--- src/rtl/core/adsr_pkg.sv ---
// ============================================================================
// adsr_pkg - shared types and constants of the exponential envelope generator
// fixed-point limits, phase and sequencer codes, multiplier status bundle
// ============================================================================
package adsr_pkg;

    // fixed-point widths
    localparam int LEVEL_W = 24;   // Q1.23 level, sustain
    localparam int COEF_W  = 24;   // Q0.24 coefficients
    localparam int VEL_W   = 16;   // Q1.15 velocity and output
    localparam int MUL_W   = 24;   // width of both multiplier operands

    localparam logic [LEVEL_W-1:0] LEVEL_ONE     = 24'd8388608;
    localparam logic [LEVEL_W-1:0] ATTACK_DONE   = 24'd8380219;  // just under 0.999
    localparam logic [LEVEL_W-1:0] RELEASE_FLOOR = 24'd84;       // just over 1e-5
    localparam logic [VEL_W-1:0]   VEL_ONE       = 16'd32768;

    // configuration register reset values
    localparam logic [COEF_W-1:0]  ATTACK_RST  = 24'd16742299;
    localparam logic [COEF_W-1:0]  DECAY_RST   = 24'd16773721;
    localparam logic [COEF_W-1:0]  RELEASE_RST = 24'd16775468;
    localparam logic [LEVEL_W-1:0] SUSTAIN_RST = 24'd4194304;

    // configuration register indexes
    localparam logic [1:0] REG_ATTACK  = 2'd0;
    localparam logic [1:0] REG_DECAY   = 2'd1;
    localparam logic [1:0] REG_RELEASE = 2'd2;
    localparam logic [1:0] REG_SUSTAIN = 2'd3;

    // input beat kinds
    localparam logic [1:0] OP_TICK     = 2'd0;
    localparam logic [1:0] OP_NOTE_ON  = 2'd1;
    localparam logic [1:0] OP_NOTE_OFF = 2'd2;

    typedef enum logic [1:0] {
        PH_IDLE    = 2'd0,
        PH_ATTACK  = 2'd1,
        PH_DECAY   = 2'd2,
        PH_RELEASE = 2'd3
    } t_phase;

    typedef enum logic [2:0] {
        ST_READY,
        ST_MUL_STEP,
        ST_UPDATE,
        ST_MUL_OUT,
        ST_EMIT
    } t_state;

    typedef struct packed {
        logic busy;
        logic done;
    } t_mul_stat;

endpackage

--- src/rtl/core/adsr_ser_mul.sv ---
// ============================================================================
// adsr_ser_mul - bit-serial shift-add multiplier
// one multiplier bit per cycle, lsb first; done pulses high for a single cycle, registered with the last
// ============================================================================
module adsr_ser_mul #(
    parameter int WA = 24,
    parameter int WB = 24
) (
    input  logic                 i_clk,
    input  logic                 i_rst_n,
    input  logic                 i_start,
    input  logic [WA-1:0]        i_a,
    input  logic [WB-1:0]        i_b,
    output adsr_pkg::t_mul_stat  o_stat,
    output logic [WA+WB-1:0]     o_prod
);

    localparam int CW = (WB > 1) ? $clog2(WB) : 1;
    localparam logic [CW-1:0] LAST = CW'(WB - 1);

    logic [WA-1:0] r_a;
    logic [WA-1:0] r_hi;
    logic [WB-1:0] r_lo;
    logic [CW-1:0] r_cnt;
    logic          r_busy;
    logic          r_done;
    logic [WA:0]   w_sum;

    // partial sum of the current digit
    always_comb begin
        w_sum = {1'b0, r_hi} + (r_lo[0] ? {1'b0, r_a} : {(WA+1){1'b0}});
    end

    always_ff @(posedge i_clk) begin
        if (!i_rst_n) begin
            r_busy <= 1'b0;
            r_done <= 1'b0;
            r_cnt  <= '0;
        end else begin
            r_done <= 1'b0;
            if (i_start) begin
                r_a    <= i_a;
                r_hi   <= '0;
                r_lo   <= i_b;
                r_cnt  <= '0;
                r_busy <= 1'b1;
            end else if (r_busy) begin
                r_hi  <= w_sum[WA:1];
                r_lo  <= {w_sum[0], r_lo[WB-1:1]};
                r_cnt <= r_cnt + 1'b1;
                if (r_cnt == LAST) begin
                    r_busy <= 1'b0;
                    r_done <= 1'b1;
                end
            end
        end
    end

    assign o_stat.busy = r_busy;
    assign o_stat.done = r_done;
    assign o_prod      = {r_hi, r_lo};

endmodule

--- src/rtl/core/exponential_adsr_envelope.sv ---
// ============================================================================
// exponential_adsr_envelope - exponential attack/decay/release envelope
// sequence: a sample tick runs the step pass, the level update and the output
//   pass, then its beat is registered; note on, note off and the unused kind
//   are taken in the ready state and give no beat; no beat is taken while a
//   tick is in flight: two passes through the single bit-serial multiplier
//   (step shrink, then level times velocity), longer while an output beat waits
// reset: synchronous active low; idle phase, level 0, velocity 1.0, default
//   coefficients and sustain 0.5; no output beat pending
// ============================================================================
module exponential_adsr_envelope (
    input  logic        i_clk,
    input  logic        i_rst_n,
    // configuration write port
    input  logic        i_cfg_we,
    input  logic [1:0]  i_cfg_addr,
    input  logic [23:0] i_cfg_data,
    // input beats
    input  logic        s_axis_tvalid,
    output logic        s_axis_tready,
    input  logic [15:0] s_axis_tdata,   // [15:0] note_velocity
    input  logic [1:0]  s_axis_tuser,   // [1:0] op
    // output beats
    output logic        m_axis_tvalid,
    input  logic        m_axis_tready,
    output logic [23:0] m_axis_tdata    // [15:0] envelope_out, [17:16] phase, rest zero
);

    localparam int LW = adsr_pkg::LEVEL_W;
    localparam int MW = adsr_pkg::MUL_W;
    localparam int VW = adsr_pkg::VEL_W;

    // configuration registers
    logic [LW-1:0] r_attack_coef;
    logic [LW-1:0] r_decay_coef;
    logic [LW-1:0] r_release_coef;
    logic [LW-1:0] r_sustain;

    // envelope state
    adsr_pkg::t_phase r_phase, n_phase;
    logic [LW-1:0]    r_level, n_level;
    logic [VW-1:0]    r_velocity;

    // step operands kept for the update cycle
    logic [LW-1:0]    r_target;
    logic             r_up;

    // sequencer
    adsr_pkg::t_state r_state, n_state;

    // output register
    logic             r_out_valid;
    logic [VW-1:0]    r_out_env;
    adsr_pkg::t_phase r_out_phase;

    // multiplier
    adsr_pkg::t_mul_stat w_mul_stat;
    logic [2*MW-1:0]     w_mul_prod;
    logic                w_mul_start;
    logic [MW-1:0]       w_mul_a;
    logic [MW-1:0]       w_mul_b;

    // control strobes
    logic w_in_beat;
    logic w_tick;
    logic w_step_start;
    logic w_update;
    logic w_emit;
    logic w_out_free;

    // step set-up from the present phase
    logic [LW-1:0] w_target;
    logic [LW-1:0] w_coef;
    logic          w_up;
    logic [LW-1:0] w_dist;

    // update and rounding
    logic [LW-1:0] w_shrink;
    logic [LW-1:0] w_stepped;
    logic [39:0]   w_round;
    logic [VW-1:0] w_vel_sat;

    adsr_ser_mul #(
        .WA (MW),
        .WB (MW)
    ) u_mul (
        .i_clk   (i_clk),
        .i_rst_n (i_rst_n),
        .i_start (w_mul_start),
        .i_a     (w_mul_a),
        .i_b     (w_mul_b),
        .o_stat  (w_mul_stat),
        .o_prod  (w_mul_prod)
    );

    assign w_in_beat  = s_axis_tvalid && s_axis_tready;
    assign w_tick     = w_in_beat && (s_axis_tuser == adsr_pkg::OP_TICK);
    assign w_out_free = !r_out_valid || m_axis_tready;

    // target and coefficient of the present phase; idle and release both aim at zero
    always_comb begin
        case (r_phase)
            adsr_pkg::PH_ATTACK: begin
                w_target = adsr_pkg::LEVEL_ONE;
                w_coef   = r_attack_coef;
            end
            adsr_pkg::PH_DECAY: begin
                w_target = r_sustain;
                w_coef   = r_decay_coef;
            end
            default: begin
                w_target = '0;
                w_coef   = r_release_coef;
            end
        endcase
        w_up   = (r_level >= w_target);
        w_dist = w_up ? (r_level - w_target) : (w_target - r_level);
    end

    // new level and phase once the shrunk distance is ready
    always_comb begin
        w_shrink  = w_mul_prod[2*MW-1:MW];
        w_stepped = r_up ? (r_target + w_shrink) : (r_target - w_shrink);
        n_level   = w_stepped;
        n_phase   = r_phase;
        case (r_phase)
            adsr_pkg::PH_ATTACK: begin
                if (w_stepped > adsr_pkg::ATTACK_DONE) begin
                    n_level = adsr_pkg::LEVEL_ONE;
                    n_phase = adsr_pkg::PH_DECAY;
                end
            end
            adsr_pkg::PH_DECAY: begin
                n_level = w_stepped;
            end
            adsr_pkg::PH_RELEASE: begin
                if (w_stepped < adsr_pkg::RELEASE_FLOOR) begin
                    n_level = '0;
                    n_phase = adsr_pkg::PH_IDLE;
                end
            end
            default: begin
                n_level = '0;
            end
        endcase
    end

    // round level times velocity to q1.15
    assign w_round   = {1'b0, w_mul_prod[38:0]} + 40'd4194304;
    assign w_vel_sat = (s_axis_tdata > adsr_pkg::VEL_ONE) ? adsr_pkg::VEL_ONE : s_axis_tdata;

    // sequencer next state
    always_comb begin
        n_state = r_state;
        case (r_state)
            adsr_pkg::ST_READY: begin
                if (w_tick) begin
                    n_state = adsr_pkg::ST_MUL_STEP;
                end
            end
            adsr_pkg::ST_MUL_STEP: begin
                if (w_mul_stat.done) begin
                    n_state = adsr_pkg::ST_UPDATE;
                end
            end
            adsr_pkg::ST_UPDATE: begin
                n_state = adsr_pkg::ST_MUL_OUT;
            end
            adsr_pkg::ST_MUL_OUT: begin
                if (w_mul_stat.done) begin
                    n_state = adsr_pkg::ST_EMIT;
                end
            end
            adsr_pkg::ST_EMIT: begin
                if (w_out_free) begin
                    n_state = adsr_pkg::ST_READY;
                end
            end
            default: begin
                n_state = adsr_pkg::ST_READY;
            end
        endcase
    end

    // sequencer outputs
    always_comb begin
        s_axis_tready = 1'b0;
        w_step_start  = 1'b0;
        w_update      = 1'b0;
        w_emit        = 1'b0;
        case (r_state)
            adsr_pkg::ST_READY: begin
                s_axis_tready = 1'b1;
                w_step_start  = w_tick;
            end
            adsr_pkg::ST_UPDATE: begin
                w_update = 1'b1;
            end
            adsr_pkg::ST_EMIT: begin
                w_emit = w_out_free;
            end
            default: begin
                s_axis_tready = 1'b0;
            end
        endcase
    end

    // first pass shrinks the distance, second scales the new level by velocity
    assign w_mul_start = w_step_start || w_update;
    assign w_mul_a     = w_update ? n_level : w_dist;
    assign w_mul_b     = w_update ? {{(MW-VW){1'b0}}, r_velocity} : w_coef;

    always_ff @(posedge i_clk) begin
        if (!i_rst_n) begin
            r_state        <= adsr_pkg::ST_READY;
            r_phase        <= adsr_pkg::PH_IDLE;
            r_level        <= '0;
            r_velocity     <= adsr_pkg::VEL_ONE;
            r_attack_coef  <= adsr_pkg::ATTACK_RST;
            r_decay_coef   <= adsr_pkg::DECAY_RST;
            r_release_coef <= adsr_pkg::RELEASE_RST;
            r_sustain      <= adsr_pkg::SUSTAIN_RST;
            r_out_valid    <= 1'b0;
        end else begin
            r_state <= n_state;

            if (i_cfg_we) begin
                case (i_cfg_addr)
                    adsr_pkg::REG_ATTACK:  r_attack_coef  <= i_cfg_data;
                    adsr_pkg::REG_DECAY:   r_decay_coef   <= i_cfg_data;
                    adsr_pkg::REG_RELEASE: r_release_coef <= i_cfg_data;
                    adsr_pkg::REG_SUSTAIN: begin
                        r_sustain <= (i_cfg_data > adsr_pkg::LEVEL_ONE) ?
                                     adsr_pkg::LEVEL_ONE : i_cfg_data;
                    end
                    default: r_sustain <= r_sustain;
                endcase
            end

            // note events act at once, from whatever level is present
            if (w_in_beat && (s_axis_tuser == adsr_pkg::OP_NOTE_ON)) begin
                r_velocity <= w_vel_sat;
                r_phase    <= adsr_pkg::PH_ATTACK;
            end
            if (w_in_beat && (s_axis_tuser == adsr_pkg::OP_NOTE_OFF) &&
                (r_phase != adsr_pkg::PH_IDLE)) begin
                r_phase <= adsr_pkg::PH_RELEASE;
            end

            if (w_update) begin
                r_level <= n_level;
                r_phase <= n_phase;
            end

            if (w_emit) begin
                r_out_valid <= 1'b1;
            end else if (m_axis_tready) begin
                r_out_valid <= 1'b0;
            end
        end
    end

    // payload registers
    always_ff @(posedge i_clk) begin
        if (w_step_start) begin
            r_target <= w_target;
            r_up     <= w_up;
        end
        if (w_emit) begin
            r_out_env   <= w_round[38:23];
            r_out_phase <= r_phase;
        end
    end

    assign m_axis_tvalid = r_out_valid;
    assign m_axis_tdata  = {6'd0, r_out_phase, r_out_env};

    // the multiplier is only started when it is free
    a_mul_free: assert property (@(posedge i_clk) disable iff (!i_rst_n)
        w_mul_start |-> !w_mul_stat.busy)
        else $error("multiplier started while busy");

    // taking beats only while no tick is in flight
    a_ready_quiet: assert property (@(posedge i_clk) disable iff (!i_rst_n)
        s_axis_tready |-> (!w_mul_stat.busy && !w_mul_stat.done))
        else $error("input taken while a tick is in flight");

    // the level never rises above full scale
    a_level_range: assert property (@(posedge i_clk) disable iff (!i_rst_n)
        r_level <= adsr_pkg::LEVEL_ONE)
        else $error("level above full scale");

    // an idle beat always carries silence
    a_idle_silent: assert property (@(posedge i_clk) disable iff (!i_rst_n)
        (r_out_valid && (r_out_phase == adsr_pkg::PH_IDLE)) |-> (r_out_env == '0))
        else $error("idle beat not silent");

endmodule

--- config.mk ---
export PLATFORM = sky130hd
export DESIGN_NAME = exponential_adsr_envelope
export DESIGN_NICKNAME = d
export VERILOG_FILES = /design/src/rtl/core/adsr_pkg.sv /design/src/rtl/core/adsr_ser_mul.sv /design/src/rtl/core/exponential_adsr_envelope.sv
export SDC_FILE = /design/constraint.sdc
export NUM_CORES = 1
export LEC_CHECK = 0
export BUFFER_PORTS_ARGS = -buffer_cell sky130_fd_sc_hd__buf_2
export CAP_MARGIN = 5
export CELL_PAD_IN_SITES_DETAIL_PLACEMENT = 0
export CELL_PAD_IN_SITES_GLOBAL_PLACEMENT = 1
export CORE_MARGIN = 10
export CORE_UTILIZATION = 39
export DETAILED_ROUTE_END_ITERATION = 8
export GPL_TIMING_DRIVEN = 0
export HOLD_SLACK_MARGIN = 0.1
export MAX_ROUTING_LAYER = met4
export PLACE_DENSITY = 0.79
export SYNTH_ARGS = -nofsm -noshare
export SYNTH_HDL_FRONTEND = slang
export SYNTH_SLANG_ARGS = --single-unit
--- constraint.sdc ---
create_clock -name i_clk -period 8.65 [get_ports i_clk]
set_clock_uncertainty 0.2 [all_clocks]
set_input_delay 0.865 -clock i_clk [delete_from_list [all_inputs] [get_ports i_clk]]
set_output_delay 0.865 -clock i_clk [all_outputs]
set_load 0.05 [all_outputs]
==> metrics.md, run 1 <==
| Metric | Value |
|---|---|
| DRT Wirelength | `52,000 um` |
| Worst Reg-to-Reg Cells | `23` |
| CTS Buffer Depth | `3` |
| Int Pwr | `around 2300 uW` |
| Top_reg_cell synth | `dfxtp_1` |
| PD cells | `between 150 and 200 mW/mm2` |
| Layout Area Growth over Synthesis | `13.1%` |
| P_sw | `around 880 uW` |
| Arr. time, crit path | `~7.6 ns` |
| RePlAce Congestion | `0.975` |
| Switching Share | `0.274` |
| Nets | `about 2.1k` |
| Post-synth ARST share | `0` |
| Initial antenna violation count | `0` |
| RSZ-0062 raised after global routing | `false` |
| Pin count of the biggest net entering global routing | `28` |
| Worst Tran Pin Value | `roughly 1.2 ns` |
| Antenna Cells | `0` |
| Cell variety after synth | `76` |
| Status | `complete, no violations` |
| Initial Util | `0.396` |
| Yosys top cell area share | `0.213` |
| Syn Std Cell Area | `~0.016 mm2` |
| Sequential area share after synthesis | `0.397` |
| Die width | `around 220 um` |
| Syn Inst Count | `around 1.9k` |
| Fillers | `~4k` |
| Number of clock buffers inserted by TritonCTS | `31` |
| Critical path startpoint | `r_phase[0]` |
| Detailed-route via count | `about 14k` |
| DRT Pass-1 Iters | `5` |
| DRT antenna net count | `0` |
| CTS tree | `built` |
| Number of synthesized flops with an enable pin | `around 120` |
| DR iter-0 viols | `roughly 1.3k` |
| Post-synthesis register bit count | `264` |
| Cell accounting for the most synthesized area | `edfxtp_1` |
| Max Cap Viol | `0` |
| Multi-input logic area | `~0.009 mm2` |
| Die H | `about 220 um` |
| Core footprint | `between 0.04 and 0.05 mm2` |
| Worst setup path endpoint | `u_mul.r_a[19]` |
| Vias/cell | `~5.6` |
| Rows | `74` |
| Slew Viols, Final | `0` |
| Crit path required time | `8.74 ns` |
| Clock Latency Late Sink | `0.59 ns` |
| Worst vdd ir | `0.000145 V` |
| Number of port buffers | `between 60 and 70` |
| First-pass GRT wire length | `between 70,000 and 80,000 um` |
| Relative slew slack | `0.222` |
| Reg2reg end | `u_mul.r_a[19]` |
| Peak Freq | `133 MHz` |
| Commonest cells in the netlist | `258 x nand2_1, 169 x nor2_1, 149 x dfxtp_1` |
| CTS Hold Bufs | `0` |
| Clock Sinks | `around 260` |
| IO Pins | `75` |
| Tcrit/Tclk final | `0.867` |
| Clock transition at path regs | `around 0.06 ns` |
| DRC | `0` |
| Non-filler cells, final | `roughly 2.5k` |
| Post-DP HPWL | `between 40,000 and 50,000 um` |
| Hold Path Depth | `2` |
| Final Hold Vio Count | `0` |
| Routed len/inst | `just over 20 um` |
| Hold WC Path Type | `reg -> reg` |
| Clock share of power | `0.425` |
| Pwr Total | `3210 uW` |
| Max H-tree Level | `1` |
| Mean Syn Cell Area | `8.66 um2` |
| Area contributors post-synth | `edfxtp_1 21%, dfxtp_1 18%, ha_1 8.2%` |
| Die footprint | `around 0.05 mm2` |
| Finish-stage setup viols | `0` |
| Setup TNS | `0 ns` |
| Count leader, synth | `nand2_1` |
| Post-CTS setup buffer count | `0` |
| GRT Total Usage | `0.206` |
| Final min period | `~7.5 ns` |
| Reg-to-reg setup timing slack | `around 1.1 ns` |
| Leak | `0.00745 uW` |
| Seq pwr share | `0.426` |
| GRT Residual Overflow | `0` |
| Resized Gates After CTS | `0` |
| CP Launch Type | `flop` |
| Combinational Power Share | `0.149` |
| Setup crit end kind | `flop` |
| Register area | `about 0.0064 mm2` |
| Clock Tree Root | `clkbuf_16` |
| Inst Count DP | `2,478` |
| Share of layout cells above drive strength 1 | `0.0799` |
| Crit Path Max Fanout | `10` |
| Synth Warn # | `0` |
| Worst R2R Start | `r_phase[0]` |
| Vias in the first global route | `13.7k` |
| Worst setup path category | `reg -> reg` |
final cells by class:
| class | count | share of cell area |
|---|---|---|
| Multi-Input combinational cell | 1403 | 0.489 |
| Buffer | 119 | 0.0269 |
| Tap cell | 532 | 0.0363 |
| Clock inverter | 8 | 0.00648 |
| Timing Repair Buffer | 69 | 0.0207 |
| Inverter | 91 | 0.0186 |
| Sequential cell | 264 | 0.351 |
| Clock buffer | 48 | 0.0508 |
cells by family (layout without fill, tap and decap cells):
logic type	after synthesis	after routing	share of synthesized area
and+or+nand+nor	682	682	0.195
AOI/OAI and AO/OA	476	476	0.196
DFF	264	264	0.397
buffers and inverters	210	335	0.0516
adders and majority gates	110	110	0.0868
xor gates and xnor gates	99	99	0.0540
muxes	30	30	0.0195
other	1	6	0.000231
metrics by stage:
step / utilization / instance area (um2) / setup WS [ns] / hold WS [ns]
after detailed placement: 0.422 / 17300 / 1.32 / 0.251
after global placement: 0.421 / 17200 / 1.26 / 0.243
after floorplan: - / 16200 / 3.03 / 0.236
after global routing: 0.448 / 18300 / 0.792 / 0.285
after CTS: 0.448 / 18300 / 1.31 / 0.259
final: 0.448 / 18300 / 1.15 / 0.261
state kept, by name, summed over array words and instances (netlist names), 5 cells and up:
signal	flops
r_attack_coef	24
r_decay_coef	24
r_level	24
r_release_coef	24
r_sustain	24
r_target	24
u_mul.r_a	24
u_mul.r_hi	24
u_mul.r_lo	24
r_out_env	16
r_velocity	16
u_mul.r_cnt	5
power groups by stage:
stage	registers, uW	logic, uW	clock network [uW]
floorplan	1380	327	0
global route	1370	525	1430
finish	1370	479	1360
CTS	1370	473	1380
detailed placement	1390	471	0
global placement	1390	462	0
layout by cell type (no fill, tap or decap), types with 13 or more instances in the layout:
cell         n
a211oi_1    44
a21o_1      34
a21oi_1    131
a22o_1      13
a22oi_1     57
a31oi_1     17
and2_1      25
buf_2       68
clkbuf_1   108
clkbuf_16   33
dfxtp_1    149
edfxtp_1   115
ha_1       106
inv_1       91
mux2i_1     18
nand2_1    258
nand2b_1    18
nand3_1     80
nand4_1     19
nor2_1     167
nor2b_1     17
nor3_1      23
o21ai_0     56
o21bai_1    13
o22ai_1     22
xnor2_1     60
xor2_1      38
how the worst min path moves through the flow:
stage	startpoint	endpoint	slack, ns
after global placement	r_decay_coef[8]	r_decay_coef[8]	0.24
after floorplan	r_attack_coef[11]	r_attack_coef[11]	0.24
final	r_release_coef[9]	r_release_coef[9]	0.26
after detailed placement	r_decay_coef[1]	r_decay_coef[1]	0.25
after CTS	r_decay_coef[11]	r_decay_coef[11]	0.26
after global routing	r_attack_coef[11]	r_attack_coef[11]	0.29
per-layer routing:
metal / up-vias / global-route usage / routed length [um]
met1: 6838 / 0.274 / 24400
met3: 65 / 0.0212 / 2550
met2: 423 / 0.330 / 23900
met4: 0 / 0.0480 / 1230
li1: 6918 / - / -
met5: - / - / 0
worst max-delay path, stage by stage (launching register included):
cell and delay [ns]:
dfxtp_1 0.36, inv_1 0.12, ha_1 0.15, clkbuf_1 0.42, clkbuf_1 0.52, buf_1 0.39
nand2_1 0.14, inv_1 0.15, ha_1 0.25, clkbuf_1 0.19, a21o_1 0.20, a21o_1 0.18
a21oi_1 0.31, o21ai_0 0.22, a211o_1 0.36, nor2_1 0.34, clkbuf_1 0.61, clkbuf_1 0.58
buf_1 0.58, nand2_1 0.12, o21a_1 0.18, a21oi_1 0.25, xnor2_1 0.18, o22ai_1 0.17
Power figures use the tool's default switching activity.
==> run 2: changes to the inputs <==
--- a/config.mk
+++ b/config.mk
@@ -5,7 +5,7 @@
 export SDC_FILE = /design/constraint.sdc
 export NUM_CORES = 1
 export LEC_CHECK = 0
-export BUFFER_PORTS_ARGS = -buffer_cell sky130_fd_sc_hd__buf_2
+export BUFFER_PORTS_ARGS = -buffer_cell sky130_fd_sc_hd__clkbuf_2
 export CAP_MARGIN = 5
 export CELL_PAD_IN_SITES_DETAIL_PLACEMENT = 0
 export CELL_PAD_IN_SITES_GLOBAL_PLACEMENT = 1
==> run 2 against run 1 <==
Net effect: critical path depth did not move; first-iteration DRC count up 12%; wire length shrank 0.49%; die area stayed put; flip-flop and latch count is the same; critical endpoint unchanged.
==> metrics.md, run 2 (synthesis gave the netlist of run 1 again) <==
| Metric | Value |
|---|---|
| DRT antenna net count | `0 (unchanged)` |
| Nets | `2,137 (-0.047%)` |
| Final Hold Vio Count | `0 (unchanged)` |
| First-pass GRT wire length | `79,500 um (-0.62%)` |
| RePlAce Congestion | `0.924 (-5.2%)` |
| Die width | `224 um (unchanged)` |
| Switching Share | `0.287 (+0.0127)` |
| Fillers | `4,082 (+0.72%)` |
| Antenna Cells | `0 (unchanged)` |
| IO Pins | `75 (unchanged)` |
| Tcrit/Tclk final | `0.866 (-0.00108)` |
| Leak | `0.00745 uW (about the same)` |
| Worst vdd ir | `0.000149 V (+2.4%)` |
| Detailed-route via count | `14.2k (-0.43%)` |
| Most common cell after layout, fill and taps aside | `nand2_1` |
| Die H | `224 um (unchanged)` |
| Hold WC Path Type | `reg -> reg` |
| Finished Cell Area | `0.0183 mm2 (-0.21%)` |
| Pin count of the biggest net entering global routing | `28 (unchanged)` |
| Seq pwr share | `0.436 (+0.010)` |
| Arr. time, crit path | `7.58 ns (about the same)` |
| CP peak stage delay | `0.63 ns (+0.02 ns)` |
| PD cells | `172 mW/mm2 (-2.0%)` |
| Max Cap Viol | `0 (unchanged)` |
| CTS Buffer Depth | `3 (unchanged)` |
| Clock Tree Root | `clkbuf_16` |
| DRC | `0 (unchanged)` |
| Clock Sinks | `264 (unchanged)` |
| CP Launch Type | `flop` |
| Layout Area Growth over Synthesis | `12.9%` |
| Core footprint | `0.0409 mm2 (unchanged)` |
| Crit path top cell by count | `clkbuf_1` |
| Number of port buffers | `66 (unchanged)` |
| Placed Area | `0.0173 mm2 (about the same)` |
| Reg-to-reg setup timing slack | `1.16 ns (about the same)` |
| Vias/cell | `5.60 (-0.43%)` |
| Worst setup path category | `reg -> reg` |
| GRT Residual Overflow | `0 (unchanged)` |
| GRT met3 Usage | `0.0201 (-0.00117)` |
| Crit Path Max Fanout | `10 (unchanged)` |
| Critical path's slowest cell | `clkbuf_1` |
| GRT Total Usage | `0.204 (-0.00190)` |
| Finish-stage setup viols | `0 (unchanged)` |
| Setup crit end kind | `flop` |
| Worst Tran Pin Value | `1.20 ns (+0.0318 ns)` |
| Crit path required time | `8.74 ns (about the same)` |
| Crit-path leading delay family | `buffers and inverters` |
| Post-CTS setup buffer count | `0 (unchanged)` |
| Most frequent cells in the layout | `258 x nand2_1, 167 x nor2_1, 149 x dfxtp_1, 131 x a21oi_1, 115 x edfxtp_1` |
| Number of clock buffers inserted by TritonCTS | `30 (-3.2%)` |
| Peak Freq | `133 MHz (+0.12%)` |
| CTS tree | `built` |
| Clock share of power | `0.412 (-0.013)` |
| Met1 global-route usage | `0.278 (+0.00305)` |
| Relative slew slack | `0.201 (-0.0212)` |
| Final min period | `7.49 ns (-0.00931 ns)` |
| Setup TNS | `0 ns (unchanged)` |
| Routed len/inst | `20.4 um (-0.49%)` |
| Status | `complete, no violations` |
| Resized Gates After CTS | `0 (unchanged)` |
| P_sw | `900 uW (+2.3%)` |
| Initial antenna violation count | `0 (unchanged)` |
| CP Cell Sequence | `inv_1, ha_1, clkbuf_1, clkbuf_1, buf_1, nand2_1, inv_1, ha_1, clkbuf_1, a21oi_1, o21bai_1, a211o_1, a21o_1, a211o_1, nor2_1, clkbuf_1, clkbuf_1, buf_1, nand2_1, o21a_1, a21oi_1, xnor2_1, o22ai_1` |
| Slew Viols, Final | `0 (unchanged)` |
| DR iter-0 viols | `1,439 (+12%)` |
| Combinational Power Share | `0.152 (+0.003)` |
| Worst hold slack | `0.257 ns (-0.00355 ns)` |
| Clock Latency Late Sink | `0.59 ns (about the same)` |
| Share of layout cells above drive strength 1 | `0.0824 (+0.00250)` |
| Clock transition at path regs | `0.06 ns (about the same)` |
| Die footprint | `0.0501 mm2 (unchanged)` |
| Initial Util | `0.396 (unchanged)` |
| WP buf/inv | `9 (unchanged)` |
| Rows | `74 (unchanged)` |
| RSZ-0062 raised after global routing | `false` |
| DRT Wirelength | `51,800 um (-0.49%)` |
| Post-DP HPWL | `40,300 um (-0.58%)` |
| Vias in the first global route | `13.6k (-0.59%)` |
| CTS Hold Bufs | `0 (unchanged)` |
| DRT Pass-1 Iters | `5 (unchanged)` |
| Met2 usage | `0.320 (-0.0106)` |
| Int Pwr | `2240 uW (-3.9%)` |
| Max H-tree Level | `1 (unchanged)` |
| Top Usage Layer GRT | `met2` |
[run 2: cell types whose count changed in the layout (fill, tap and decap cells not counted)]
cell | previous run | this run
clkinv_4 | 0 | 1
clkbuf_8 | 5 | 4
buf_16 | 0 | 1
bufinv_16 | 3 | 0
clkbuf_2 | 0 | 67
buf_12 | 1 | 0
clkinv_1 | 1 | 0
clkinvlp_4 | 0 | 1
buf_2 | 68 | 2
clkbuf_1 | 108 | 104
clkinv_16 | 0 | 1
clkinv_2 | 2 | 7
[run 2: final cells by class]
type	instances	area, um2	area share
Sequential cell	264	6440	0.352
Multi-Input combinational cell	1403	8970	0.490
Buffer	119	494	0.0270
Timing Repair Buffer	69	388	0.0212
Clock buffer	44	908	0.0496
Inverter	91	342	0.0187
Clock inverter	12	96.3	0.00526
Tap cell	532	666	0.0364
[run 2: per-layer routing]
metal,share of wire,up-vias
met3,0.050,75
met2,0.45,396
met5,0,-
met1,0.47,6801
li1,-,6911
met4,0.025,0
[run 2: power groups by stage]
| stage | combinational (uW) | sequential [uW] | clock (uW) |
|---|---|---|---|
| after detailed placement | 469 | 1390 | 0 |
| after global placement | 461 | 1390 | 0 |
| after CTS | 472 | 1370 | 1310 |
| after global routing | 523 | 1370 | 1360 |
| final | 478 | 1370 | 1290 |
| after floorplan | 327 | 1380 | 0 |
[run 2: through the flow]
step / setup slack (ns) / cells / total power (uW) / util
after floorplan: 3.03 / 1877 / 1710 / -
after global placement: 1.29 / 2475 / 1860 / 0.421
after global routing: 0.772 / 2534 / 3250 / 0.447
final: 1.16 / 2534 / 3140 / 0.447
after CTS: 1.23 / 2534 / 3150 / 0.447
after detailed placement: 1.25 / 2478 / 1860 / 0.423
[run 2: final timing paths]
check             startpoint         endpoint  cells after the start
max               r_phase[0]    u_mul.r_a[19]                     23
min          r_decay_coef[7]  r_decay_coef[7]                      2
max reg2reg       r_phase[0]    u_mul.r_a[19]                     23
min reg2reg  r_decay_coef[7]  r_decay_coef[7]                      2
[run 2: worst register-to-register path, stage by stage (launching register included)]
cell      delay (ns)
dfxtp_1         0.35
inv_1           0.12
ha_1            0.15
clkbuf_1        0.46
clkbuf_1        0.52
buf_1           0.40
nand2_1         0.20
inv_1           0.12
ha_1            0.23
clkbuf_1        0.22
a21oi_1         0.27
o21bai_1        0.11
a211o_1         0.31
a21o_1          0.18
a211o_1         0.34
nor2_1          0.32
clkbuf_1        0.59
clkbuf_1        0.63
buf_1           0.58
nand2_1         0.12
o21a_1          0.17
a21oi_1         0.24
xnor2_1         0.19
o22ai_1         0.17
